### config.mk
export PLATFORM = sky130hd
export DESIGN_NAME = ubcs_front
export DESIGN_NICKNAME = d
export VERILOG_FILES = /design/src/ubcs_pkg.sv /design/src/ubcs_front.sv
export SDC_FILE = /design/constraint.sdc
export NUM_CORES = 1
export LEC_CHECK = 0
export BUFFER_PORTS_ARGS = -buffer_cell sky130_fd_sc_hd__buf_4
export CAP_MARGIN = 30
export CORE_MARGIN = 4
export CORE_UTILIZATION = 33
export DETAILED_ROUTE_END_ITERATION = 16
export GPL_TIMING_DRIVEN = 1
export PLACE_DENSITY_LB_ADDON = 0.1
export SKIP_LAST_GASP = 1
export SLEW_MARGIN = 20
export SYNTH_ARGS = -nofsm -noshare
export SYNTH_HDL_FRONTEND = slang
export SYNTH_SLANG_ARGS = --single-unit
### constraint.sdc
create_clock -name vclk -period 2
set_clock_uncertainty 0.2 [all_clocks]
set_input_delay 0.4 -clock vclk [all_inputs]
set_output_delay 0.4 -clock vclk [all_outputs]
set_load 0.01 [all_outputs]
### src/ubcs_pkg.sv
// Package for url_byte_class_statistics: commands, result kinds, character constants,
// counter indexes and the classified item that travels through the queue.
// No dependencies.
package ubcs_pkg;

    localparam int DEFAULT_COUNT_BITS = 16;
    localparam int FIELD_W            = 16;
    localparam int BYTE_W             = 8;
    localparam int NUM_BINS           = 256;
    localparam int NUM_CNT            = 8;
    localparam int QUEUE_DEPTH        = 4;
    localparam int QPTR_W             = $clog2(QUEUE_DEPTH);

    localparam int S_TUSER_W = 2;
    localparam int S_TDATA_W = 16;
    localparam int M_TUSER_W = 2;
    localparam int M_TDATA_W = BYTE_W + FIELD_W + NUM_CNT * FIELD_W;

    localparam int CNT_LEN        = 0;
    localparam int CNT_DOT        = 1;
    localparam int CNT_DASH       = 2;
    localparam int CNT_UNDERSCORE = 3;
    localparam int CNT_TILDE      = 4;
    localparam int CNT_DIGIT      = 5;
    localparam int CNT_LETTER     = 6;
    localparam int CNT_SPECIAL    = 7;

    localparam logic [BYTE_W-1:0] CHAR_DOT        = 8'h2E;
    localparam logic [BYTE_W-1:0] CHAR_DASH       = 8'h2D;
    localparam logic [BYTE_W-1:0] CHAR_UNDERSCORE = 8'h5F;
    localparam logic [BYTE_W-1:0] CHAR_TILDE      = 8'h7E;
    localparam logic [BYTE_W-1:0] CHAR_ZERO       = 8'h30;
    localparam logic [BYTE_W-1:0] CHAR_NINE       = 8'h39;
    localparam logic [BYTE_W-1:0] CHAR_LOW_A      = 8'h61;
    localparam logic [BYTE_W-1:0] CHAR_LOW_Z      = 8'h7A;
    localparam logic [BYTE_W-1:0] CHAR_UP_A       = 8'h41;
    localparam logic [BYTE_W-1:0] CHAR_UP_Z       = 8'h5A;
    localparam logic [BYTE_W-1:0] CASE_OFFSET     = 8'h20;

    typedef enum logic [1:0] {
        CMD_START  = 2'd0,
        CMD_DATA   = 2'd1,
        CMD_FINISH = 2'd2,
        CMD_READ   = 2'd3
    } cmd_t;

    typedef enum logic [1:0] {
        KIND_BYTE   = 2'd0,
        KIND_TOTALS = 2'd1,
        KIND_BIN    = 2'd2
    } kind_t;

    typedef struct packed {
        cmd_t               cmd;
        logic [BYTE_W-1:0]  addr;
        logic [BYTE_W-1:0]  lowered;
        logic [NUM_CNT-1:0] inc;
    } item_t;

endpackage

### src/ubcs_front.sv
// Front part: accepts commands from the input stream and classifies data bytes.
// Depends on ubcs_pkg.
module ubcs_front (
    input  logic                              s_axis_tvalid,
    output logic                              s_axis_tready,
    input  logic [ubcs_pkg::S_TUSER_W-1:0]    s_axis_tuser,  // cmd
    input  logic [ubcs_pkg::S_TDATA_W-1:0]    s_axis_tdata,  // data_byte, bin_index
    output logic                              push_valid,
    output ubcs_pkg::item_t                   push_item,
    input  logic                              push_ready
);

    ubcs_pkg::cmd_t                cmd;
    logic [ubcs_pkg::BYTE_W-1:0]   data_byte;
    logic [ubcs_pkg::BYTE_W-1:0]   bin_index;
    logic                          is_digit;
    logic                          is_upper;
    logic                          is_lower;

    assign cmd       = ubcs_pkg::cmd_t'(s_axis_tuser);
    assign data_byte = s_axis_tdata[ubcs_pkg::BYTE_W-1:0];
    assign bin_index = s_axis_tdata[2*ubcs_pkg::BYTE_W-1:ubcs_pkg::BYTE_W];

    assign push_valid    = s_axis_tvalid;
    assign s_axis_tready = push_ready;

    always_comb
    begin
        is_digit = (data_byte >= ubcs_pkg::CHAR_ZERO) && (data_byte <= ubcs_pkg::CHAR_NINE);
        is_upper = (data_byte >= ubcs_pkg::CHAR_UP_A) && (data_byte <= ubcs_pkg::CHAR_UP_Z);
        is_lower = (data_byte >= ubcs_pkg::CHAR_LOW_A) && (data_byte <= ubcs_pkg::CHAR_LOW_Z);

        push_item.cmd     = cmd;
        push_item.addr    = (cmd == ubcs_pkg::CMD_READ) ? bin_index : data_byte;
        push_item.lowered = is_upper ? data_byte + ubcs_pkg::CASE_OFFSET : data_byte;

        push_item.inc                           = '0;
        push_item.inc[ubcs_pkg::CNT_LEN]        = 1'b1;
        push_item.inc[ubcs_pkg::CNT_DOT]        = (data_byte == ubcs_pkg::CHAR_DOT);
        push_item.inc[ubcs_pkg::CNT_DASH]       = (data_byte == ubcs_pkg::CHAR_DASH);
        push_item.inc[ubcs_pkg::CNT_UNDERSCORE] = (data_byte == ubcs_pkg::CHAR_UNDERSCORE);
        push_item.inc[ubcs_pkg::CNT_TILDE]      = (data_byte == ubcs_pkg::CHAR_TILDE);
        push_item.inc[ubcs_pkg::CNT_DIGIT]      = is_digit;
        push_item.inc[ubcs_pkg::CNT_LETTER]     = is_upper || is_lower;
        push_item.inc[ubcs_pkg::CNT_SPECIAL]    = !is_digit && !is_upper && !is_lower;
    end

endmodule

==> results of run 1 <==
power breakdown:
group / internal (mW) / leakage [nW] / switching (mW)
clock network: 0 / 0 / 0
logic: 0.122 / 0.465 / 0.0818
registers: 0 / 0 / 0
total: 0.122 / 0.465 / 0.0818
cell type report:
type                       instances  area (um2)
inverter                           2        7.51
multi-input combinational         43         384
tap                               14        17.5
timing repair buffer              62         492
fill                              96         285
worst max-delay path, cell delays in order:
cell	delay (ns)
buf_8	0.10
o21a_1	0.19
a221o_1	0.33
a221oi_4	0.38
mux2i_2	0.24
buf_4	0.14
synthesized netlist by cell type:
| library cell | n | area (um2) |
|---|---|---|
| and3_2 | 1 | 7.51 |
| nor3b_1 | 1 | 7.51 |
| a211oi_1 | 1 | 7.51 |
| a41o_1 | 1 | 10.0 |
| a21o_1 | 2 | 15.0 |
| o21bai_1 | 1 | 7.51 |
| conb_1 | 1 | 3.75 |
| nand3_1 | 1 | 5.00 |
| o21a_1 | 1 | 7.51 |
| nand4_1 | 1 | 6.26 |
| or3_1 | 1 | 6.26 |
| xnor2_1 | 1 | 8.76 |
| and3_1 | 1 | 6.26 |
| nor2b_1 | 3 | 18.8 |
| a41oi_1 | 1 | 8.76 |
| nor2_1 | 4 | 15.0 |
| mux2_2 | 8 | 90.1 |
| mux2i_1 | 1 | 10.0 |
| a221o_1 | 1 | 10.0 |
| nand2_1 | 3 | 11.3 |
| or4_1 | 1 | 7.51 |
| nand2b_1 | 1 | 6.26 |
| nor3_1 | 2 | 10.0 |
| a221oi_4 | 1 | 26.3 |
| ha_1 | 2 | 25.0 |
| clkbuf_1 | 1 | 3.75 |
| nor4bb_1 | 1 | 10.0 |
| buf_4 | 11 | 82.6 |
| inv_1 | 2 | 7.51 |
layout by cell type, fill, tap and decap left out, drive strengths merged, types with 2 or more instances in the layout:
| cell type | n |
|---|---|
| inv | 2 |
| ha | 2 |
| nor2 | 4 |
| and3 | 2 |
| a21o | 2 |
| nor3 | 2 |
| mux2 | 8 |
| nand2 | 3 |
| buf | 62 |
| nor2b | 3 |
cells by family after synthesis:
kind of cell    Yosys count
mux                       9
fa+ha+maj                 2
compound gates            9
xor+xnor                  1
other cells               1
buf+inv                  14
simple gates             21
routing by layer:
layer	part of all wire	track usage
met1	0.37	0.181
met5	0	0
met2	0.54	0.284
met4	0.0051	0.00602
met3	0.079	0.00813
how the worst min path moves through the flow:
stage | startpoint | to | slack [ns]
6_report | s_axis_tvalid | push_valid | 0.60
5_1_grt | push_ready | s_axis_tready | 0.60
2_1_floorplan | s_axis_tdata[1] | push_item[2] | 0.65
3_3_place_gp | s_axis_tvalid | push_valid | 0.60
3_5_place_dp | s_axis_tvalid | push_valid | 0.60
4_1_cts | s_axis_tvalid | push_valid | 0.60
metrics by stage:
stage | TNS [ns] | worst slack (ns) | util
after floorplan | -0.593 | -0.184 | -
after global placement | -1.90 | -0.423 | 0.697
after detailed placement | -1.89 | -0.444 | 0.697
after CTS | -1.94 | -0.434 | 0.733
after global routing | -2.14 | -0.484 | 0.759
final | -1.73 | -0.393 | 0.759
what timing repair did:
action / 4_1_cts / 5_1_grt
setup buffers: 2 / 0
hold endpoints to repair: 0 / 0
pin swaps: 7 / 4
setup endpoints to repair: 6 / 6
resized for setup: 8 / 6
==> flow_summary.json, run 1 <==
{
  "run_status": "complete, but fails checks",
  "violations": "setup timing",
  "slew_violations": 0,
  "drive_gt1_frac": 0.729,
  "grt.overflow.total": 0,
  "grt_use_total": 0.147,
  "drc": 0,
  "finalPower_mw": 0.204,
  "routed_wl_um": 1570,
  "io_buffers": 43,
  "row_count": 12,
  "drt_iter0_drc": 1,
  "vias_per_cell": 4.98,
  "vias": 602,
  "cp_max_fo": 4,
  "power_leakage_nw": 0.465,
  "cts_hold_buf": 0,
  "rsz0062_at_grt": "true",
  "hold_ws_ns": 0.600,
  "die_y_um": 44.6,
  "startpoint": "s_axis_tdata[1]",
  "synthXorXnorAreaFrac": 0.0198,
  "hpwl_um": 1270,
  "cp.required_ns": 1.40,
  "seq_area_frac_synth": 0,
  "hold_path.class": "input pin to primary output",
  "first_pass_iters": 3,
  "place_area_um2": 827,
  "fin_crit_sh": 1.20,
  "fin_area_um2": 901,
  "ir_worst_vdd_mv": 0.120,
  "maxCapViolCount": 0,
  "grt_pass1_vias": 571,
  "grt_pass1_wl_um": 2350,
  "p_per_area_nw_per_um2": 227,
  "synth-compound-area-share": 0.210,
  "numSequentialCells": 0,
  "ios": 48,
  "synthMuxAreaShare": 0.227,
  "postSynthAreaPerCell_um2": 7.75,
  "fin_ws_ns": -0.393,
  "placedCellCount": 119,
  "die-area_um2": 1990,
  "fp.dieW_um": 44.6,
  "diodes": 0,
  "arrival_ns": 1.79,
  "end_kind": "primary output",
  "ys_types": 29,
  "syn_inst": 57,
  "areaGrowthSynthToFinish_pct": 104,
  "final-hold-violation-count": 0,
  "nClkBuffers": 0,
  "ant_nets": 0,
  "core_um2": 1190,
  "wl_per_cell_um": 13.0,
  "fmax_ghz": 0.418,
  "critical_path.endpoint": "push_item[14]",
  "synth_simple_gate_area_frac": 0.266,
  "grt_max_degree": 9,
  "ys_warn_count": 0,
  "netlist_area_um2": 442,
  "crit_path_start_kind": "input pin",
  "fin_cells": 121,
  "synthAdderAreaFrac": 0.0567,
  "min_path_cells": 0,
  "seq_area_um2": 0,
  "gp_congestion": 0.825,
  "synth_top_family_by_area": "simple AND/OR/NAND/NOR gates",
  "layout.nets": 131,
  "crit_type": "input pin to primary output",
  "initial_core_util": 0.372,
  "period_minus_slack_ns": 2.39,
  "synth_nets": 79,
  "setup_viol": 5,
  "antenna_found_initial": 0
}
(Power assumes the default switching activity.)
==> inputs of run 2 (changes only) <==
--- a/config.mk
+++ b/config.mk
@@ -12,6 +12,7 @@
 export DETAILED_ROUTE_END_ITERATION = 16
 export GPL_TIMING_DRIVEN = 1
 export PLACE_DENSITY_LB_ADDON = 0.1
+export RECOVER_POWER = 50
 export SKIP_LAST_GASP = 1
 export SLEW_MARGIN = 20
 export SYNTH_ARGS = -nofsm -noshare
==> run 2 against run 1 <==
  * The run still ends with setup timing left
  * Final area down 4.6%
  * Sequential share of layout area unchanged
  * Via count increased by 2.2%
  * Die area did not move
  * Fmax down 0.18%
==> flow_summary.json, run 2 (synthesis results as in run 1) <==
{
  "rsz0062_at_grt": "true",
  "setup_viol": 5,
  "nClkBuffers": 0,
  "arrival_ns": 1.80,
  "maxCapViolCount": 0,
  "fp.dieW_um": 44.6,
  "drc": 0,
  "hp-start": "s_axis_tvalid",
  "gr-max-usage-layer": "met2",
  "die-area_um2": 1990,
  "fin_area_um2": 860,
  "finalPower_mw": 0.195,
  "grt_use_met2": 0.284,
  "pwr-share-comb": 1.000,
  "hold_path.class": "input pin to primary output",
  "ant_nets": 0,
  "grt_pass1_vias": 571,
  "p_clk_frac": 0,
  "vias_per_cell": 5.08,
  "grt.overflow.total": 0,
  "cts_hold_buf": 0,
  "final-hold-violation-count": 0,
  "first_pass_iters": 4,
  "fin_ws_ns": -0.398,
  "drt_iter0_drc": 7,
  "violations": "setup timing",
  "crit_chain": "buf_8 -> o21a_1 -> a221o_1 -> a221oi_4 -> mux2i_2 -> buf_4",
  "p_seq_frac": 0,
  "fin_cells": 121,
  "wl_per_cell_um": 13.0,
  "min_path_cells": 0,
  "drive_gt1_frac": 0.654,
  "ir_worst_vdd_mv": 0.117,
  "power_leakage_nw": 0.431,
  "grt_use_total": 0.147,
  "ios": 48,
  "grt_max_degree": 9,
  "seq_area_um2": 0,
  "hpwl_um": 1270,
  "worst-path-buf-inv": 2,
  "intPower_mw": 0.115,
  "crit_type": "input pin to primary output",
  "slew_violations": 0,
  "crit_cells": 6,
  "die_y_um": 44.6,
  "crit_path_start_kind": "input pin",
  "row_count": 12,
  "fmax_ghz": 0.417,
  "dp_worst_setup_slack_ns": -0.444,
  "gp_congestion": 0.825,
  "diodes": 0,
  "p_per_area_nw_per_um2": 227,
  "layout.nets": 131,
  "cp.required_ns": 1.40,
  "period_minus_slack_ns": 2.40,
  "hold_ws_ns": 0.600,
  "run_status": "complete, but fails checks",
  "areaGrowthSynthToFinish_pct": 94.6,
  "io_buffers": 43,
  "p_sw_frac": 0.413,
  "cp_slowest_cell": "a221oi_4",
  "cp_max_fo": 4,
  "grt_util_met1": 0.181,
  "placedCellCount": 119,
  "place_area_um2": 827,
  "vias": 615,
  "fin_util": 0.725,
  "initial_core_util": 0.372,
  "most-common-layout-cells": "buf_4 (50), mux2_2 (8), clkbuf_1 (7)",
  "fin_setup_tns_ns": -1.74,
  "core_um2": 1190,
  "antenna_found_initial": 0,
  "min_to": "push_valid",
  "use_met3": 0.00813,
  "fin_crit_sh": 1.20,
  "final_common_cell": "buf_4",
  "numSequentialCells": 0,
  "slowest_delay_ns": 0.38,
  "crit_family": "compound AO/OA/AOI/OAI gates",
  "end_kind": "primary output",
  "routed_wl_um": 1580,
  "grt_pass1_wl_um": 2350,
  "net-switching-power_mw": 0.0806
}
==> run 2: cell types whose count changed in the layout (fill, tap and decap cells not counted), sizes merged <==
cell    delta
clkbuf     +7
buf        -7
==> run 2: layer usage <==
layer | wire length [um] | vias up
li1 | - | 298
met1 | 584 | 281
met2 | 850 | 34
met3 | 132 | 2
met4 | 8 | 0
met5 | 0 | -
==> run 2: worst max path at each step <==
stage                               start             to  slack, ns
after detailed placement  s_axis_tdata[1]  push_item[14]      -0.44
after CTS                 s_axis_tdata[2]  push_item[14]      -0.43
after global placement    s_axis_tdata[1]  push_item[14]      -0.42
after global routing      s_axis_tdata[1]  push_item[14]      -0.48
after floorplan           s_axis_tdata[1]  push_item[14]      -0.18
final                     s_axis_tdata[1]  push_item[14]      -0.40
==> run 2: what timing repair did <==
action	4_1_cts	5_1_grt
pin swaps	7	4
buffers inserted	2	0
cloned	0	0
resized for setup	8	6
endpoints found under the setup margin	6	6
==> run 2: cell type report <==
type / instances / area, um2
multi-input cells: 43 / 369
repair buffers: 62 / 465
inverters: 2 / 7.51
fillers: 108 / 327
well taps: 14 / 17.5
==> run 2: power groups by stage <==
stage	logic (mW)	registers [mW]	clock network [mW]
after floorplan	0.0898	0	0
after global placement	0.187	0	0
after detailed placement	0.189	0	0
after CTS	0.198	0	0
after global routing	0.213	0	0
final	0.195	0	0
