File: config.mk
export PLATFORM = sky130hd
export DESIGN_NAME = ubcs_back
export DESIGN_NICKNAME = d
export VERILOG_FILES = /design/src/ubcs_pkg.sv /design/src/ubcs_back.sv
export SDC_FILE = /design/constraint.sdc
export NUM_CORES = 2
export LEC_CHECK = 0
export BUFFER_PORTS_ARGS = -buffer_cell sky130_fd_sc_hd__buf_2
export CAP_MARGIN = 20
export CORE_MARGIN = 2
export CORE_UTILIZATION = 60
export CTS_BUF_LIST = sky130_fd_sc_hd__clkbuf_4 sky130_fd_sc_hd__clkbuf_8 sky130_fd_sc_hd__clkbuf_16
export DETAILED_ROUTE_END_ITERATION = 7
export HOLD_SLACK_MARGIN = 0.02
export PLACE_DENSITY = 0.74
export SKIP_LAST_GASP = 1
export SLEW_MARGIN = 5
export SYNTH_ARGS = -nofsm -noshare
export SYNTH_HDL_FRONTEND = slang
export SYNTH_SLANG_ARGS = --single-unit
export TNS_END_PERCENT = 20
File: constraint.sdc
create_clock -name clk -period 17.5 [get_ports clk]
set_clock_uncertainty 0.05 [all_clocks]
set_input_delay 5.25 -clock clk [delete_from_list [all_inputs] [get_ports clk]]
set_output_delay 5.25 -clock clk [all_outputs]
set_load 0.03 [all_outputs]
File: src/ubcs_pkg.sv
// Package for url_byte_class_statistics: commands, result kinds, character constants,
// counter indexes and the classified item that travels through the queue.
// No dependencies.
package ubcs_pkg;

    localparam int DEFAULT_COUNT_BITS = 16;
    localparam int FIELD_W            = 16;
    localparam int BYTE_W             = 8;
    localparam int NUM_BINS           = 256;
    localparam int NUM_CNT            = 8;
    localparam int QUEUE_DEPTH        = 4;
    localparam int QPTR_W             = $clog2(QUEUE_DEPTH);

    localparam int S_TUSER_W = 2;
    localparam int S_TDATA_W = 16;
    localparam int M_TUSER_W = 2;
    localparam int M_TDATA_W = BYTE_W + FIELD_W + NUM_CNT * FIELD_W;

    localparam int CNT_LEN        = 0;
    localparam int CNT_DOT        = 1;
    localparam int CNT_DASH       = 2;
    localparam int CNT_UNDERSCORE = 3;
    localparam int CNT_TILDE      = 4;
    localparam int CNT_DIGIT      = 5;
    localparam int CNT_LETTER     = 6;
    localparam int CNT_SPECIAL    = 7;

    localparam logic [BYTE_W-1:0] CHAR_DOT        = 8'h2E;
    localparam logic [BYTE_W-1:0] CHAR_DASH       = 8'h2D;
    localparam logic [BYTE_W-1:0] CHAR_UNDERSCORE = 8'h5F;
    localparam logic [BYTE_W-1:0] CHAR_TILDE      = 8'h7E;
    localparam logic [BYTE_W-1:0] CHAR_ZERO       = 8'h30;
    localparam logic [BYTE_W-1:0] CHAR_NINE       = 8'h39;
    localparam logic [BYTE_W-1:0] CHAR_LOW_A      = 8'h61;
    localparam logic [BYTE_W-1:0] CHAR_LOW_Z      = 8'h7A;
    localparam logic [BYTE_W-1:0] CHAR_UP_A       = 8'h41;
    localparam logic [BYTE_W-1:0] CHAR_UP_Z       = 8'h5A;
    localparam logic [BYTE_W-1:0] CASE_OFFSET     = 8'h20;

    typedef enum logic [1:0] {
        CMD_START  = 2'd0,
        CMD_DATA   = 2'd1,
        CMD_FINISH = 2'd2,
        CMD_READ   = 2'd3
    } cmd_t;

    typedef enum logic [1:0] {
        KIND_BYTE   = 2'd0,
        KIND_TOTALS = 2'd1,
        KIND_BIN    = 2'd2
    } kind_t;

    typedef struct packed {
        cmd_t               cmd;
        logic [BYTE_W-1:0]  addr;
        logic [BYTE_W-1:0]  lowered;
        logic [NUM_CNT-1:0] inc;
    } item_t;

endpackage

File: src/ubcs_back.sv
// Back part: histogram read-modify-write, class counters and the output register.
// Depends on ubcs_pkg.
module ubcs_back #(
    parameter int COUNT_BITS = ubcs_pkg::DEFAULT_COUNT_BITS
) (
    input  logic                              clk,
    input  logic                              rst_n,
    input  logic                              pop_valid,
    input  ubcs_pkg::item_t                   pop_item,
    output logic                              pop_ready,
    output logic                              m_axis_tvalid,
    input  logic                              m_axis_tready,
    output logic [ubcs_pkg::M_TUSER_W-1:0]    m_axis_tuser,  // kind
    output logic [ubcs_pkg::M_TDATA_W-1:0]    m_axis_tdata   // lowered_byte, byte_count,
                                                             // total_length, dot_count,
                                                             // dash_count, underscore_count,
                                                             // tilde_count, digit_count,
                                                             // letter_count, special_count
);

    localparam int FW = ubcs_pkg::FIELD_W;
    localparam int BW = ubcs_pkg::BYTE_W;

    logic [COUNT_BITS-1:0]          hist_mem [ubcs_pkg::NUM_BINS];
    logic [COUNT_BITS-1:0]          rd_data_reg;
    logic [ubcs_pkg::NUM_BINS-1:0]  hist_vld_reg;
    logic [ubcs_pkg::NUM_BINS-1:0]  hist_vld_next;

    logic                           b_valid_reg;
    logic                           b_valid_next;
    ubcs_pkg::item_t                b_item_reg;
    logic                           fwd_en_reg;
    logic                           fwd_en_next;
    logic [BW-1:0]                  fwd_addr_reg;
    logic [COUNT_BITS-1:0]          fwd_val_reg;

    logic [COUNT_BITS-1:0]          cnt_reg  [ubcs_pkg::NUM_CNT];
    logic [COUNT_BITS-1:0]          cnt_next [ubcs_pkg::NUM_CNT];

    logic                           out_valid_reg;
    logic                           out_valid_next;
    ubcs_pkg::kind_t                out_kind_reg;
    ubcs_pkg::kind_t                out_kind_next;
    logic [ubcs_pkg::M_TDATA_W-1:0] out_data_reg;
    logic [ubcs_pkg::M_TDATA_W-1:0] out_data_next;

    logic                           b_is_start;
    logic                           out_free;
    logic                           b_fire;
    logic                           a_fire;
    logic                           wr_en;
    logic [COUNT_BITS-1:0]          hist_old;
    logic [COUNT_BITS-1:0]          hist_new;
    logic [FW-1:0]                  field_count;

    assign b_is_start = (b_item_reg.cmd == ubcs_pkg::CMD_START);
    assign out_free   = !out_valid_reg || m_axis_tready;
    assign b_fire     = b_valid_reg && (b_is_start || out_free);
    assign pop_ready  = !b_valid_reg || b_fire;
    assign a_fire     = pop_valid && pop_ready;
    assign wr_en      = b_fire && (b_item_reg.cmd == ubcs_pkg::CMD_DATA);

    assign m_axis_tvalid = out_valid_reg;
    assign m_axis_tuser  = out_kind_reg;
    assign m_axis_tdata  = out_data_reg;

    always_comb
    begin
        if (fwd_en_reg && (fwd_addr_reg == b_item_reg.addr))
        begin
            hist_old = fwd_val_reg;
        end
        else if (hist_vld_reg[b_item_reg.addr])
        begin
            hist_old = rd_data_reg;
        end
        else
        begin
            hist_old = '0;
        end
        hist_new = (&hist_old) ? hist_old : hist_old + 1'b1;

        for (int i = 0; i < ubcs_pkg::NUM_CNT; i++)
        begin
            if (wr_en && b_item_reg.inc[i] && !(&cnt_reg[i]))
            begin
                cnt_next[i] = cnt_reg[i] + 1'b1;
            end
            else
            begin
                cnt_next[i] = cnt_reg[i];
            end
        end

        hist_vld_next = hist_vld_reg;
        if (b_fire && b_is_start)
        begin
            hist_vld_next = '0;
        end
        else if (wr_en)
        begin
            hist_vld_next[b_item_reg.addr] = 1'b1;
        end

        b_valid_next = a_fire ? 1'b1 : (b_fire ? 1'b0 : b_valid_reg);
        fwd_en_next  = a_fire ? wr_en : fwd_en_reg;

        out_kind_next = ubcs_pkg::KIND_BYTE;
        field_count   = '0;
        out_data_next = '0;
        case (b_item_reg.cmd)
            ubcs_pkg::CMD_DATA:
            begin
                out_kind_next             = ubcs_pkg::KIND_BYTE;
                field_count               = FW'(hist_new);
                out_data_next[BW-1:0]     = b_item_reg.lowered;
            end
            ubcs_pkg::CMD_FINISH:
            begin
                out_kind_next = ubcs_pkg::KIND_TOTALS;
            end
            ubcs_pkg::CMD_READ:
            begin
                out_kind_next = ubcs_pkg::KIND_BIN;
                field_count   = FW'(hist_old);
            end
            default:
            begin
                out_kind_next = ubcs_pkg::KIND_BYTE;
            end
        endcase
        out_data_next[BW +: FW] = field_count;
        if (b_item_reg.cmd != ubcs_pkg::CMD_READ)
        begin
            for (int i = 0; i < ubcs_pkg::NUM_CNT; i++)
            begin
                out_data_next[BW + FW + i*FW +: FW] = FW'(cnt_next[i]);
            end
        end

        if (b_fire && !b_is_start)
        begin
            out_valid_next = 1'b1;
        end
        else if (m_axis_tready)
        begin
            out_valid_next = 1'b0;
        end
        else
        begin
            out_valid_next = out_valid_reg;
        end
    end

    always_ff @(posedge clk)
    begin
        if (wr_en)
        begin
            hist_mem[b_item_reg.addr] <= hist_new;
        end
        if (a_fire)
        begin
            rd_data_reg <= hist_mem[pop_item.addr];
        end
    end

    always_ff @(posedge clk)
    begin
        if (a_fire)
        begin
            b_item_reg   <= pop_item;
            fwd_addr_reg <= b_item_reg.addr;
            fwd_val_reg  <= hist_new;
        end
        if (b_fire && !b_is_start)
        begin
            out_kind_reg <= out_kind_next;
            out_data_reg <= out_data_next;
        end
    end

    always_ff @(posedge clk or negedge rst_n)
    begin
        if (!rst_n)
        begin
            b_valid_reg   <= 1'b0;
            fwd_en_reg    <= 1'b0;
            out_valid_reg <= 1'b0;
            hist_vld_reg  <= '0;
            for (int i = 0; i < ubcs_pkg::NUM_CNT; i++)
            begin
                cnt_reg[i] <= '0;
            end
        end
        else
        begin
            b_valid_reg   <= b_valid_next;
            fwd_en_reg    <= fwd_en_next;
            out_valid_reg <= out_valid_next;
            hist_vld_reg  <= hist_vld_next;
            for (int i = 0; i < ubcs_pkg::NUM_CNT; i++)
            begin
                if (b_fire && b_is_start)
                begin
                    cnt_reg[i] <= '0;
                end
                else
                begin
                    cnt_reg[i] <= cnt_next[i];
                end
            end
        end
    end

endmodule

==> impl_metrics.tcl <==
set metrics [dict create \
    yosysTopAreaCellShare_pct 71.4 \
    max_clock_freq_ghz 0.0872 \
    clock_sinks 4703 \
    irDropWorstVdd_mv 0.103 \
    synth_warnings 0 \
    ys_top_cells_by_area "edfxtp_1 (71%), mux4_2 (17%), dfrtp_1 (5.3%)" \
    cts.clk_slew.worst_paths_ns 0.06 \
    crit_top_cell "buf_2" \
    cts_hold_buf 0 \
    clk_root_buffer_cell "clkbuf_16" \
    grt_pass1_vias 90900 \
    grt_pass1_wl_um 650000 \
    endpoint_kind "output pin" \
    slowest_stage "nor2_1" \
    wl_met1_um 163000 \
    cts_inserted_buffers 445 \
    synth_fa_ha_area_share_pct 0.0620 \
    ys_ff_latch 4703 \
    required_ns 12.20 \
    cts_buffer_depth 4 \
    antenna_found_initial 28 \
    fp.dieW_um 554 \
    dr.max_layer_used "met5" \
    hold_viol 0 \
    leakage_nw 68.4 \
    period_minus_slack_ns 11.47 \
    worstMarginPinSlew_ns 1.25 \
    p_comb_share_pct 6.1 \
    dr.pass1.iters 8 \
    timing.final.crit_share_pct 65.5 \
    rows 202 \
    synth_mux_area_share_pct 17.8 \
    async_flop_share_pct 8.23 \
    fin_nets 8985 \
    synth_cells 8354 \
    p_per_area_nw_per_um2 117 \
    drt_iter0_markers 13000 \
    gp_congestion 0.872 \
    clkPwrFrac_pct 41.3 \
    seqPwrFrac_pct 52.6 \
    synth_xor_xnor_area_share_pct 0.670 \
    register_area_um2 139000 \
    route.met2.wl_um 215000 \
    grt.total_usage_pct 29.7 \
    grt_max_degree 258 \
    maxSlewViolCount 0 \
    portBuffers 185 \
    fin_area_um2 205000 \
    critPathArrivalTime_ns 6.17 \
    drc_errors 0 \
    dr_wl_met3_um 55700 \
    syn-cell-area_um2 182000 \
    drive_gt1_share_pct 30.6 \
    cts_tree "yes" \
    synth_edf_count 4316 \
    start_kind "primary input" \
    synthSimpleGateAreaFrac_pct 3.26 \
    setup_violations 0 \
    critPathMaxStageDelay_ns 0.34 \
    yosysUniqueCellTypes 69 \
    n_fill_cell 17700 \
    path_class "in -> out" \
    rsz0062_at_grt "false" \
    synth_compound_area_share_pct 0.584 \
    multiInputGateArea_um2 41000 \
    outcome "finished, final reports clean" \
    routedWlPerCell_um 34.0 \
    largest_register_ffs 4096 \
    max_slew_margin_pct 16.9 \
    dpl_worst_slack_ns 6.07 \
    synth_top_family_by_area "multiplexers" \
    wl_um 453000 \
    insertion_delay_ns 1.05 \
    hold_class "reg -> reg" \
    ant_nets 0 \
    die-area_um2 307000 \
    avgViaCountPerCell 6.76 \
    synthFlopType "edfxtp_1" \
    pin_count 186 \
    worstPathMaxFanout 4 \
    max_cap_violations 0 \
    grt-ovfl-total 0 \
    dpl_cell_area_um2 189000 \
    switching_power_mw 5.26 \
    power_switching_share_pct 21.9 \
    coreArea_um2 302000 \
    syn_nets 8393 \
    dr_total_vias 90100 \
    postSynthAreaPerCell_um2 21.7 \
    start_util_pct 60.1 \
    crit_chain "buf_2 > nand2b_1 > nor2_1 > inv_1 > buf_2" \
    fin_ws_ns 6.03 \
    tns_ns 0 \
    dpl.hpwl_um 247000 \
    cts_resized 0 \
    die_y_um 554 \
    synth_seq_area_share_pct 76.7 \
    cts.htree.levels 5 \
    p_int_mw 18.7 \
    synthToLayoutAreaGrowth_pct 12.8 \
    cts_setup_buffers 0 \
    synth_area_leader_cell "edfxtp_1" \
]
per-layer routing:
layer	up-vias	global-route usage, %
met2	5969	45.9
met4	6	11.2
met3	878	7.63
met1	47700	41.4
met5	-	0
li1	35500	-
cell type report:
cell class | count | area share [%]
Timing Repair Buffer | 584 | 2.13
Sequential cell | 4703 | 68.0
Inverter | 9 | 0.0165
Clock inverter | 273 | 1.45
Multi-Input combinational cell | 3203 | 20.0
Tap cell | 3978 | 2.43
Antenna cell | 16 | 0.0195
Clock buffer | 565 | 6.00
metrics by stage:
step	power [mW]	hold slack, ns	util (%)	cells
after floorplan	13.8	0.371	-	8354
after global placement	14.2	0.423	62.7	12500
after detailed placement	14.3	0.433	62.7	12500
after CTS	24.1	0.448	67.8	13300
after global routing	24.6	0.466	67.8	13300
final	24.0	0.445	67.9	13300
cells in the mapped netlist (all sizes together) (10+ instances only):
| cell | instances |
|---|---|
| nand4 | 32 |
| a22oi | 44 |
| a21oi | 25 |
| mux2i | 93 |
| o21ai | 11 |
| edfxtp | 4316 |
| nor3 | 21 |
| xor2 | 80 |
| or3 | 10 |
| nor2b | 13 |
| xnor2 | 58 |
| buf | 116 |
| nand2 | 112 |
| clkbuf | 323 |
| dfrtp | 387 |
| and2 | 19 |
| and3 | 33 |
| nor2 | 1082 |
| nand3 | 74 |
| mux4 | 1388 |
worst max-delay path, delay by kind of cell:
kind                   cells  cell delay [ns]
buffers and inverters      3             0.38
and+or+nand+nor            2             0.54
cell usage in the layout (no fill, tap or decap), types with 8 or more instances in the layout:
cell / netlist / final
a21oi_1: 23 / 23
a22oi_1: 44 / 44
and2_1: 19 / 18
and3_1: 33 / 32
buf_12: 0 / 21
buf_2: 8 / 178
buf_4: 7 / 371
bufinv_16: 0 / 48
clkbuf_16: 0 / 454
clkbuf_4: 0 / 95
clkbuf_8: 0 / 16
clkinv_1: 0 / 74
clkinv_16: 0 / 13
clkinv_2: 0 / 102
clkinvlp_4: 0 / 20
dfrtp_1: 387 / 387
diode_2: 0 / 16
edfxtp_1: 4316 / 4316
ha_1: 9 / 9
inv_1: 9 / 9
mux2i_1: 93 / 91
mux4_2: 1388 / 1388
nand2_1: 112 / 110
nand2b_1: 8 / 8
nand3_1: 72 / 69
nand4_1: 32 / 32
nor2_1: 1082 / 1011
nor2_2: 0 / 68
nor2b_1: 13 / 9
nor3_1: 20 / 20
o21ai_0: 9 / 9
or3_1: 9 / 9
xnor2_1: 57 / 51
xor2_1: 80 / 78
power by group through the flow:
stage / Sequential, mW / Clock (mW) / Combinational (mW)
after global placement: 12.8 / 0 / 1.39
after CTS: 12.6 / 10.0 / 1.45
final: 12.6 / 9.92 / 1.47
after floorplan: 13.1 / 0 / 0.790
after global routing: 12.6 / 10.4 / 1.54
after detailed placement: 12.8 / 0 / 1.44
final timing paths:
check,cells after the start,endpoint,slack (ns),from
worst max register to register,20,hist_mem[252][9]$_DFFE_PP_,8.22,b_item_reg[16]$_DFFE_PP_
worst min-delay path,2,hist_vld_reg[46]$_DFFE_PN0P_,0.45,hist_vld_reg[46]$_DFFE_PN0P_
worst min register to register,2,hist_vld_reg[46]$_DFFE_PN0P_,0.45,hist_vld_reg[46]$_DFFE_PN0P_
worst max-delay path,5,pop_ready,6.03,m_axis_tready
min in group asynchronous,1,cnt_reg[73]$_DFF_PN0_,4.35,rst_n
max in group asynchronous,3,hist_vld_reg[144]$_DFFE_PN0P_,10.81,rst_n
kinds of logic after synthesis:
logic type,Yosys count
AOI/OAI and AO/OA,140
xor gates and xnor gates,138
adders and majority gates,9
buffers and inverters,448
DFF,4703
muxes,1486
and+or+nand+nor,1430
No activity file was read; power rests on OpenSTA's default activity.
