--- src/ubcs_pkg.sv ---
// Package for url_byte_class_statistics: commands, result kinds, character constants,
// counter indexes and the classified item that travels through the queue.
// No dependencies.
package ubcs_pkg;

    localparam int DEFAULT_COUNT_BITS = 16;
    localparam int FIELD_W            = 16;
    localparam int BYTE_W             = 8;
    localparam int NUM_BINS           = 256;
    localparam int NUM_CNT            = 8;
    localparam int QUEUE_DEPTH        = 4;
    localparam int QPTR_W             = $clog2(QUEUE_DEPTH);

    localparam int S_TUSER_W = 2;
    localparam int S_TDATA_W = 16;
    localparam int M_TUSER_W = 2;
    localparam int M_TDATA_W = BYTE_W + FIELD_W + NUM_CNT * FIELD_W;

    localparam int CNT_LEN        = 0;
    localparam int CNT_DOT        = 1;
    localparam int CNT_DASH       = 2;
    localparam int CNT_UNDERSCORE = 3;
    localparam int CNT_TILDE      = 4;
    localparam int CNT_DIGIT      = 5;
    localparam int CNT_LETTER     = 6;
    localparam int CNT_SPECIAL    = 7;

    localparam logic [BYTE_W-1:0] CHAR_DOT        = 8'h2E;
    localparam logic [BYTE_W-1:0] CHAR_DASH       = 8'h2D;
    localparam logic [BYTE_W-1:0] CHAR_UNDERSCORE = 8'h5F;
    localparam logic [BYTE_W-1:0] CHAR_TILDE      = 8'h7E;
    localparam logic [BYTE_W-1:0] CHAR_ZERO       = 8'h30;
    localparam logic [BYTE_W-1:0] CHAR_NINE       = 8'h39;
    localparam logic [BYTE_W-1:0] CHAR_LOW_A      = 8'h61;
    localparam logic [BYTE_W-1:0] CHAR_LOW_Z      = 8'h7A;
    localparam logic [BYTE_W-1:0] CHAR_UP_A       = 8'h41;
    localparam logic [BYTE_W-1:0] CHAR_UP_Z       = 8'h5A;
    localparam logic [BYTE_W-1:0] CASE_OFFSET     = 8'h20;

    typedef enum logic [1:0] {
        CMD_START  = 2'd0,
        CMD_DATA   = 2'd1,
        CMD_FINISH = 2'd2,
        CMD_READ   = 2'd3
    } cmd_t;

    typedef enum logic [1:0] {
        KIND_BYTE   = 2'd0,
        KIND_TOTALS = 2'd1,
        KIND_BIN    = 2'd2
    } kind_t;

    typedef struct packed {
        cmd_t               cmd;
        logic [BYTE_W-1:0]  addr;
        logic [BYTE_W-1:0]  lowered;
        logic [NUM_CNT-1:0] inc;
    } item_t;

endpackage

--- src/ubcs_fifo.sv ---
// Short queue of classified items between the front and back parts.
// Depends on ubcs_pkg.
module ubcs_fifo (
    input  logic            clk,
    input  logic            rst_n,
    input  logic            push_valid,
    input  ubcs_pkg::item_t push_item,
    output logic            push_ready,
    output logic            pop_valid,
    output ubcs_pkg::item_t pop_item,
    input  logic            pop_ready
);

    ubcs_pkg::item_t                   slot_reg [ubcs_pkg::QUEUE_DEPTH];
    logic [ubcs_pkg::QPTR_W-1:0]       wr_ptr_reg;
    logic [ubcs_pkg::QPTR_W-1:0]       wr_ptr_next;
    logic [ubcs_pkg::QPTR_W-1:0]       rd_ptr_reg;
    logic [ubcs_pkg::QPTR_W-1:0]       rd_ptr_next;
    logic [ubcs_pkg::QPTR_W:0]         fill_reg;
    logic [ubcs_pkg::QPTR_W:0]         fill_next;
    logic                              push_fire;
    logic                              pop_fire;

    assign push_ready = (fill_reg != (ubcs_pkg::QPTR_W + 1)'(ubcs_pkg::QUEUE_DEPTH));
    assign pop_valid  = (fill_reg != '0);
    assign pop_item   = slot_reg[rd_ptr_reg];
    assign push_fire  = push_valid && push_ready;
    assign pop_fire   = pop_valid && pop_ready;

    always_comb
    begin
        wr_ptr_next = push_fire ? wr_ptr_reg + 1'b1 : wr_ptr_reg;
        rd_ptr_next = pop_fire ? rd_ptr_reg + 1'b1 : rd_ptr_reg;
        fill_next   = fill_reg;
        if (push_fire && !pop_fire)
        begin
            fill_next = fill_reg + 1'b1;
        end
        else if (pop_fire && !push_fire)
        begin
            fill_next = fill_reg - 1'b1;
        end
    end

    always_ff @(posedge clk)
    begin
        if (push_fire)
        begin
            slot_reg[wr_ptr_reg] <= push_item;
        end
    end

    always_ff @(posedge clk or negedge rst_n)
    begin
        if (!rst_n)
        begin
            wr_ptr_reg <= '0;
            rd_ptr_reg <= '0;
            fill_reg   <= '0;
        end
        else
        begin
            wr_ptr_reg <= wr_ptr_next;
            rd_ptr_reg <= rd_ptr_next;
            fill_reg   <= fill_next;
        end
    end

endmodule

--- config.mk ---
export PLATFORM = sky130hd
export DESIGN_NAME = ubcs_fifo
export DESIGN_NICKNAME = d
export VERILOG_FILES = /design/src/ubcs_pkg.sv /design/src/ubcs_fifo.sv
export SDC_FILE = /design/constraint.sdc
export NUM_CORES = 1
export LEC_CHECK = 0
export BUFFER_PORTS_ARGS = -buffer_cell sky130_fd_sc_hd__buf_2
export CAP_MARGIN = 20
export CORE_UTILIZATION = 45
export CTS_CLUSTER_DIAMETER = 30
export DETAILED_ROUTE_END_ITERATION = 7
export PLACE_DENSITY = 0.66
export SETUP_SLACK_MARGIN = 0.15
export SYNTH_ARGS = -nofsm -noshare
export SYNTH_HDL_FRONTEND = slang
export SYNTH_SLANG_ARGS = --single-unit
--- constraint.sdc ---
create_clock -name clk -period 2.3 [get_ports clk]
set_input_delay 0.345 -clock clk [delete_from_list [all_inputs] [get_ports clk]]
set_output_delay 0.345 -clock clk [all_outputs]
set_load 0.05 [all_outputs]
==> results.py, run 1 <==
metrics = {
    "run_status": {
        "status": "finished clean",
    },
    "sta": {
        "fmax_mhz": 472.9,
        "fin_tns_setup_ns": 0,
        "slew_headroom_pct": 73.53,
        "final.min_clock_period_ns": 2.115,
        "min_period_over_period_pct": 91.94,
        "hold_viol_final": 0,
        "rsz0062_at_grt": "yes",
        "setup_viol": 0,
        "fin_skew_ns": 0.007685,
        "tightest_slew_ns": 0.3971,
        "maxSlewViolCount": 0,
    },
    "power_and_ir_drop": {
        "p_per_area_nw_per_um2": 1390,
        "vdd_drop_max_mv": 0.8009,
        "p_total_w": 0.006733,
        "leakagePower_nw": 1.714,
    },
    "global_routing": {
        "met2_usage_pct": 24.05,
        "grt_pass1_wl_um": 9998,
        "grt_pass1_vias": 1930,
        "grt-busiest-layer": "met2",
        "grt-ovfl-total": 0,
        "use_met1_pct": 17.21,
        "track_usage_pct": 14.32,
        "grt_max_degree": 27,
        "antenna_found_initial": 0,
        "use_met3_pct": 5.035,
    },
    "yosys": {
        "ys_warn_count": 0,
        "yosysUniqueCellTypes": 19,
        "synth_fp_nets": 207,
        "ys_seq_elements": 111,
        "avgSynthCellArea_um2": 24.63,
        "syn_inst": 171,
        "syn_area_um2": 4212,
        "yosysSeqAreaShare_pct": 78.31,
    },
    "final_layout": {
        "area_growth_pct": 15.03,
        "drive_above_1_share_pct": 42.17,
        "largest_reg_flops": 104,
        "nets": 280,
        "antenna_cells": 0,
        "nFillCells": 661,
    },
    "setup_path": {
        "start_kind": "flip-flop",
        "critical_path_required_ns": 1.96,
        "cp.arrival_ns": 1.77,
        "worstSetupEndpointType": "primary output",
        "crit_fanout": 11,
        "worstSetupPathType": "flip-flop to primary output",
    },
    "flow_run": {
        "maxCapViolCount": 0,
    },
    "placement": {
        "gp_congestion": 0.6874,
        "hpwlAfterDp_um": 3974,
        "numPortBuffers": 57,
    },
    "clock_network": {
        "cts_tree": "done",
        "cts_root_buffer": "clkbuf_8",
        "numCtsBuffers": 9,
        "clk_latency_ns": 0.36,
        "clk_path_buf_depth": 2,
        "clk_pin_slew_ns": 0.10,
        "cts_max_level": 3,
        "cts_num_sinks": 111,
    },
    "drt": {
        "firstDrtPassIters": 4,
        "wl_per_cell_um": 17.95,
        "drcViolationCount": 0,
        "wl_um": 6409,
        "ant_nets": 0,
        "num_vias": 1851,
        "drtIter0Drc": 53,
        "drt-vias-per-instance": 5.185,
    },
    "floorplanning": {
        "dieArea_um2": 9750,
        "die_h_um": 98.74,
        "die_x_um": 98.74,
        "row_count": 34,
        "core_area_um2": 8891,
        "start_util_pct": 47.37,
        "io-pin-count": 58,
    },
    "worst_hold_path": {
        "hold_path_class": "input port to flip-flop",
    },
}
-- power by group --
part           total [W]  leakage, nW  switching [W]  internal [W]
sequential       0.00281         1.03       0.000124       0.00268
clock            0.00101       0.0874       0.000617      0.000396
combinational    0.00291        0.594        0.00196      0.000948
total            0.00673         1.71        0.00271       0.00403
-- layer usage --
layer,vias up,wire length [um]
li1,855,-
met1,936,2800
met2,48,3177
met3,12,343
met4,0,89
met5,-,0
-- path summary, 6_finish.rpt --
path	cells after the start	startpoint	endpoint	slack (ns)
setup reg to reg	8	fill_reg[1]	fill_reg[2]	0.25
setup / recovery	3	rd_ptr_reg[0]	pop_item[15]	0.19
hold / removal	1	push_item[3]	slot_reg[0][3]	0.19
max in group asynchronous	2	rst_n	rd_ptr_reg[0]	1.77
hold reg to reg	1	fill_reg[2]	fill_reg[2]	0.53
min in group asynchronous	2	rst_n	fill_reg[2]	0.35
-- cells in the mapped netlist --
library cell / instances / share of area (%)
edfxtp_1: 104 / 74
mux4_2: 18 / 9.6
mux4_1: 8 / 5.0
dfrtp_1: 7 / 4.2
ha_1: 5 / 1.5
and2_1: 4 / 0.59
xnor2_1: 4 / 0.83
buf_2: 3 / 0.36
inv_1: 3 / 0.27
buf_12: 2 / 0.95
mux2_2: 2 / 0.53
nand2_1: 2 / 0.18
nor2_1: 2 / 0.18
xor2_1: 2 / 0.42
a21boi_2: 1 / 0.27
buf_6: 1 / 0.27
fa_1: 1 / 0.48
nand3_1: 1 / 0.12
or3_1: 1 / 0.15
-- cell usage in the layout, fill, tap and decap left out, drive strengths merged, types with 2 or more instances in the layout --
master  Yosys  layout
mux4       26      26
clkbuf      0       9
nand2       2       2
xnor2       4       4
buf         6      67
xor2        2       2
inv         3       5
mux2        2       2
edfxtp    104     104
and2        4       4
nor2        2       2
ha          5       5
dfrtp       7       7
clkinv      0       4
-- per-stage QoR --
step / worst slack (ns) / instance area, um2 / std cells / util (%) / hold slack, ns
global route: 0.1283 / 4845 / 357 / 54.49 / 0.1715
CTS: 0.1326 / 4825 / 355 / 54.26 / 0.1739
finish: 0.1855 / 4845 / 357 / 54.49 / 0.1897
detailed placement: 0.2434 / 4632 / 338 / 52.10 / 0.1972
global placement: 0.2893 / 4632 / 338 / 52.10 / 0.1925
floorplan: 0.2301 / 4217 / 171 / - / 0.04941
-- layout make-up --
cell class | count | area (um2) | share of cell area [%]
inverter | 3 | 11.26 | 0.2324
clock inverter | 7 | 47.55 | 0.9814
timing repair buffer | 68 | 386.6 | 7.980
multi-input combinational | 51 | 840.8 | 17.36
tap | 108 | 135.1 | 2.789
sequential | 111 | 3299 | 68.10
clock buffer | 9 | 123.9 | 2.557
-- critical path, cell delays in order, from the launching register on --
cell     delay (ns)
dfrtp_2        0.40
buf_6          0.18
mux4_1         0.59
buf_2          0.23
-- logic make-up after synthesis --
kind of cell	count (synthesis)	share of synthesized area [%]
AOI/OAI and AO/OA	1	0.2674
muxes	28	15.15
xor gates and xnor gates	6	1.248
and+or+nand+nor	10	1.218
buffers and inverters	9	1.842
adders and majority gates	6	1.961
DFF	111	78.31
-- what timing repair did --
item                       4_1_cts  5_1_grt
setup endpoints to repair       19       18
gates resized for setup          3        1
hold endpoints to repair         7        0
hold buffers                     1        0
setup buffers                    0        2
(Power assumes the default switching activity.)
==> run 2, diff against run 1 <==
--- a/config.mk
+++ b/config.mk
@@ -7,10 +7,11 @@
 export LEC_CHECK = 0
 export BUFFER_PORTS_ARGS = -buffer_cell sky130_fd_sc_hd__buf_2
 export CAP_MARGIN = 20
-export CORE_UTILIZATION = 45
+export CORE_UTILIZATION = 34
+export CTS_BUF_LIST = sky130_fd_sc_hd__clkbuf_4
 export CTS_CLUSTER_DIAMETER = 30
 export DETAILED_ROUTE_END_ITERATION = 7
-export PLACE_DENSITY = 0.66
+export PLACE_DENSITY = 0.53
 export SETUP_SLACK_MARGIN = 0.15
 export SYNTH_ARGS = -nofsm -noshare
 export SYNTH_HDL_FRONTEND = slang
==> run 2 against run 1 <==
Setup slack lost 0.12 ns. First-iteration DRC count grew to 2.6 times the previous value. Die area grew 32%. Fmax shrank 5.3%. Critical endpoint is now pop_item[13]. Sequential cell count is the same. Register-to-register slack gained 0.04 ns. Clock-buffer cell count grew 1. Combinational power grew 33%.
==> results.py, run 2 (same netlist as run 1, synthesis figures left out) <==
metrics = {
    "run_status": {
        "status": "finished clean",
    },
    "floorplanning": {
        "die_x_um": 113.3,
        "dieArea_um2": 12840,
        "start_util_pct": 34.92,
        "core_area_um2": 12060,
        "die_h_um": 113.3,
        "row_count": 40,
        "io-pin-count": 58,
    },
    "global_routing": {
        "grt_pass1_vias": 2023,
        "use_met3_pct": 3.267,
        "grt-ovfl-total": 0,
        "met2_usage_pct": 19.59,
        "antenna_found_initial": 0,
        "use_met1_pct": 15.66,
        "grt_max_degree": 24,
        "grt-busiest-layer": "met2",
        "grt_pass1_wl_um": 11240,
        "track_usage_pct": 12.13,
    },
    "setup_path": {
        "critical_path_required_ns": 1.96,
        "crit_fanout": 8,
        "cp.arrival_ns": 1.89,
        "start_kind": "flip-flop",
        "worstSetupPathType": "flip-flop to primary output",
        "worstSetupEndpointType": "primary output",
    },
    "flow_run": {
        "maxCapViolCount": 0,
    },
    "drt": {
        "wl_um": 7273,
        "wl_per_cell_um": 17.36,
        "drtIter0Drc": 138,
        "num_vias": 1884,
        "firstDrtPassIters": 4,
        "ant_nets": 0,
        "drt-vias-per-instance": 4.496,
        "drcViolationCount": 0,
    },
    "clock_network": {
        "cts_root_buffer": "clkbuf_4",
        "cts_tree": "done",
        "clk_pin_slew_ns": 0.16,
        "numCtsBuffers": 9,
        "clk_latency_ns": 0.44,
        "cts_num_sinks": 111,
        "clk_path_buf_depth": 2,
        "cts_max_level": 3,
    },
    "placement": {
        "hpwlAfterDp_um": 4487,
        "gp_congestion": 0.7034,
        "numPortBuffers": 57,
    },
    "sta": {
        "timing.hold.ws_ns": 0.1014,
        "setup_viol": 0,
        "final.min_clock_period_ns": 2.232,
        "maxSlewViolCount": 0,
        "hold_viol_final": 0,
        "fin_skew_ns": 0.006543,
        "fmax_mhz": 448.0,
        "slew_headroom_pct": 76.63,
        "tightest_slew_ns": 0.3505,
        "rsz0062_at_grt": "yes",
        "min_period_over_period_pct": 97.05,
    },
    "power_and_ir_drop": {
        "leakagePower_nw": 1.825,
        "p_per_area_nw_per_um2": 1487,
        "vdd_drop_max_mv": 0.6441,
    },
    "final_layout": {
        "largest_reg_flops": 104,
        "drive_above_1_share_pct": 47.81,
        "mostFrequentLayoutCells": "edfxtp_1 (104), buf_2 (31), mux4_2 (26)",
        "final_core_utilization_pct": 43.77,
        "antenna_cells": 0,
        "area_growth_pct": 25.34,
        "layout_commonest_cell": "edfxtp_1",
        "nets": 282,
    },
    "worst_hold_path": {
        "hold_path_class": "input port to flip-flop",
    },
}
[run 2: cell type report]
class | instances | area (um2)
fillers | 1057 | 6783
flip-flops and latches | 111 | 3301
multi-input cells | 51 | 815.8
repair buffers | 70 | 758.2
well taps | 168 | 210.2
clock inverters | 6 | 107.6
clock buffers | 10 | 75.07
inverters | 3 | 11.26
[run 2: layer usage]
metal / wire [um] / part of all wire, %
met1: 3374 / 46
met2: 3492 / 48
met3: 322 / 4.4
met4: 84 / 1.2
met5: 0 / 0
[run 2: critical path, cell delays in order, from the launching register on]
cell and delay [ns]:
dfrtp_2 0.48, buf_12 0.13, buf_16 0.13, mux4_2 0.53
buf_6 0.17
[run 2: worst paths after layout]
check | from | endpoint | slack, ns | depth (start not counted)
min | push_item[14] | slot_reg[2][14] | 0.10 | 1
min in group asynchronous | rst_n | fill_reg[2] | 0.24 | 2
max | rd_ptr_reg[0] | pop_item[13] | 0.07 | 4
max reg2reg | fill_reg[2] | fill_reg[2] | 0.29 | 8
max in group asynchronous | rst_n | fill_reg[0] | 1.89 | 2
min reg2reg | fill_reg[2] | fill_reg[2] | 0.56 | 1
[run 2: per-stage QoR]
| stage | total power [W] | std cells | worst slack, ns | setup TNS, ns | cell area (um2) |
|---|---|---|---|---|---|
| after floorplan | 0.005173 | 171 | 0.2301 | 0 | 4217 |
| after global placement | 0.005875 | 398 | 0.2968 | 0 | 4787 |
| after detailed placement | 0.005907 | 398 | 0.2555 | 0 | 4787 |
| after CTS | 0.007486 | 417 | 0.01894 | 0 | 5105 |
| after global routing | 0.008188 | 419 | -0.002036 | -0.002036 | 5279 |
| final | 0.007848 | 419 | 0.06780 | 0 | 5279 |
[run 2: report_power, final]
part | internal [W] | total (W) | switching, W
registers | 0.00268 | 0.00283 | 0.000153
logic | 0.00172 | 0.00386 | 0.00214
clock network | 0.000563 | 0.00115 | 0.000592
[run 2: what timing repair did]
item,CTS,global route
setup buffers,1,2
gates resized for setup,43,56
hold buffers,1,0
cloned,1,0
endpoints found under the setup margin,26,27
endpoints found under the hold margin,7,0
